[src/rtl/core/vtge_ram.sv]
// generic single-port-write, one-read ram with registered read
module vtge_ram #(
    parameter int WIDTH = 40,
    parameter int DEPTH = 32
) (
    input  logic                     clk,
    input  logic                     we,
    input  logic [$clog2(DEPTH)-1:0] waddr,
    input  logic [WIDTH-1:0]         wdata,
    input  logic [$clog2(DEPTH)-1:0] raddr,
    output logic [WIDTH-1:0]         rdata
);
    logic [WIDTH-1:0] mem [DEPTH];

    // write port and registered read port
    always_ff @(posedge clk)
    begin
        if (we)
        begin
            mem[waddr] <= wdata;
        end
        rdata <= mem[raddr];
    end
endmodule

[config.mk]
export PLATFORM = sky130hd
export DESIGN_NAME = vtge_ram
export DESIGN_NICKNAME = d
export VERILOG_FILES = /design/src/rtl/core/vtge_ram.sv
export SDC_FILE = /design/constraint.sdc
export NUM_CORES = 1
export LEC_CHECK = 0
export BUFFER_PORTS_ARGS = -buffer_cell sky130_fd_sc_hd__buf_2
export CAP_MARGIN = 20
export CORE_MARGIN = 1
export CORE_UTILIZATION = 30
export DETAILED_ROUTE_END_ITERATION = 7
export PLACE_DENSITY = 0.53
export REMOVE_ABC_BUFFERS = 1
export SYNTH_ARGS = -nofsm -noshare
export SYNTH_HDL_FRONTEND = slang
export SYNTH_SLANG_ARGS = --single-unit
export TNS_END_PERCENT = 20
[constraint.sdc]
create_clock -name clk -period 9.75 [get_ports clk]
set_clock_uncertainty 0.15 [all_clocks]
set_input_delay 1.4625 -clock clk [delete_from_list [all_inputs] [get_ports clk]]
set_output_delay 1.4625 -clock clk [all_outputs]
set_load 0.01 [all_outputs]
==> reports/results.ini <==
[synth]
netlist_instances=2813
yosys_warnings=0
ys_seq_elements=1320
yosysTopAreaCell=edfxtp_1
ys_top_cells_by_area=edfxtp_1 76%, mux2i_1 13%, a22oi_1 1.8%
synth_top_area_share_pct=76.0
synth_area_mm2=0.0506
synth_cell_types=26
seq_area_frac_synth_pct=77.6
avgSynthCellArea_um2=18.0

[timing]
worstMarginPinSlew_ns=1.16
fin_crit_ns=3.84
setup_viol=0
tns_ns=0
slew_headroom_pct=22.6
fmax_mhz=260
rsz0062_at_grt=no
slew_violations=0
hold_violations=0
min_period_over_period_pct=39.4

[final_layout]
syn2layout_area_growth_pct=14.5
mostFrequentLayoutCells=1280 x edfxtp_1, 640 x mux2i_1, 142 x clkbuf_16
regArea_mm2=0.0392
layout_commonest_cell=edfxtp_1
finalNetCount=2988
fillers=15700
multi_input_area_mm2=0.0106
drive_gt1_share_pct=12.4

[floorplanning]
initial_core_util_pct=30.2
die_h_um=413
die_w_um=413
io_pins=92
core_mm2=0.167
rows=150
die-area_mm2=0.170

[routing]
totalWireLength_um=134000
wl_per_cell_um=25.5
vias_per_cell=4.91
drtIter0Drc=2220
drc=0
first_pass_iters=5
drt.antenna.violating_nets=0
dr_total_vias=25800

[power_and_ir_drop]
vdd_drop_max_mv=0.170
power.leakage_nw=19.7
power_density_mw_per_mm2=206
total_power_mw=11.9

[job]
maxCapViolCount=0

[clock_tree]
cts_root_buffer=clkbuf_16
cts_hold_buf=0
cts_made_buffers=138
postCtsSetupBuffers=0
path_clk_slew_ns=0.06
clkSinkCount=1320
cts_tree=yes
worstSkewPairLatency_ns=0.76
cts_resized=0
clk_path_buf_depth=3
htreeDepth=4

[worst_setup_path]
crit_fanout=122
start_kind=primary input
required_ns=10.23
critPathArrivalTime_ns=4.33
path_class=primary input to register
endpoint_kind=register

[global_route]
antenna_found_initial=24
grt_overflow=0
grt_pass1_wl_um=188000
track_usage_pct=15.5
grt_max_degree=128
grt_pass1_vias=25500

[place]
place_congestion=0.697
io_buffers=91
dp_hpwl_um=59400

[run_status]
status=finished clean

[worst_hold_path]
hp-class=register to register

==> final timing paths <==
kind	startpoint	end	slack (ns)	cells past startpoint
max	raddr[0]	rdata[3]	5.91	7
min	mem[10][22]	rdata[22]	0.44	4
max reg2reg	mem[6][5]	rdata[5]	8.19	5
min reg2reg	mem[10][22]	rdata[22]	0.44	4
==> report_power, final <==
part,internal (mW),switching [mW],total [mW]
combinational,0.184,0.389,0.574
clock,2.88,2.14,5.03
sequential,6.31,0.0356,6.35
==> layout make-up <==
| type | instances | share of cell area (%) |
|---|---|---|
| Tap cell | 2204 | 4.76 |
| Sequential cell | 1320 | 67.8 |
| Clock inverter | 59 | 0.743 |
| Timing Repair Buffer | 143 | 1.63 |
| Antenna cell | 5 | 0.0216 |
| Multi-Input combinational cell | 1333 | 18.4 |
| Clock buffer | 192 | 6.69 |
==> registers in the layout, indices dropped and copies added (netlist names) <==
name   count
mem     1280
rdata     40
==> cell usage after synthesis (all sizes together) <==
master  number
nand3      122
mux2i      640
a21oi      120
nor3        40
dfxtp       40
edfxtp    1280
buf         95
or2          1
clkbuf      65
and2         1
or3          1
or3b         3
nand3b       5
a22oi      120
a31oi       40
a22o        80
nor2b        2
nand2b       2
nand2      122
nor2        34
==> per-layer routing <==
metal / share of wire, % / GRT usage (%) / up-vias
met3: 5.6 / 3.14 / 212
met2: 45 / 23.9 / 716
met1: 47 / 22.3 / 13400
met4: 2.0 / 3.96 / 30
li1: - / - / 11400
met5: 0.14 / 0 / -
==> metrics by stage <==
stage                     std cells  hold WS, ns  area (um^2)  util (%)  worst slack [ns]
final                          5256        0.438        57900      34.6              5.91
after CTS                      5251        0.441        57900      34.6              5.96
after detailed placement       5000        0.430        53600      32.0              5.17
after global placement         4999        0.425        53600      32.0              4.95
after global routing           5252        0.480        57900      34.6              5.74
after floorplan                2653        0.404        49600         -              2.02
==> cells by family (layout without fill, tap and decap cells) <==
| group | Yosys count | count (layout) | share of synthesized area [%] |
|---|---|---|---|
| muxes | 640 | 640 | 12.7 |
| DFF | 1320 | 1320 | 77.6 |
| and+or+nand+nor | 333 | 333 | 2.98 |
| AOI/OAI and AO/OA | 360 | 360 | 4.85 |
| buffers and inverters | 160 | 394 | 1.90 |
| other | 0 | 5 | 0 |
==> critical path, stage by stage <==
cell and delay (ns):
buf_8 0.52, buf_12 0.62, buf_4 0.73, mux2i_1 0.26, a22oi_1 0.10, a31oi_1 0.22
nand3_1 0.09
Note: power is estimated with default switching activity, not from simulation.
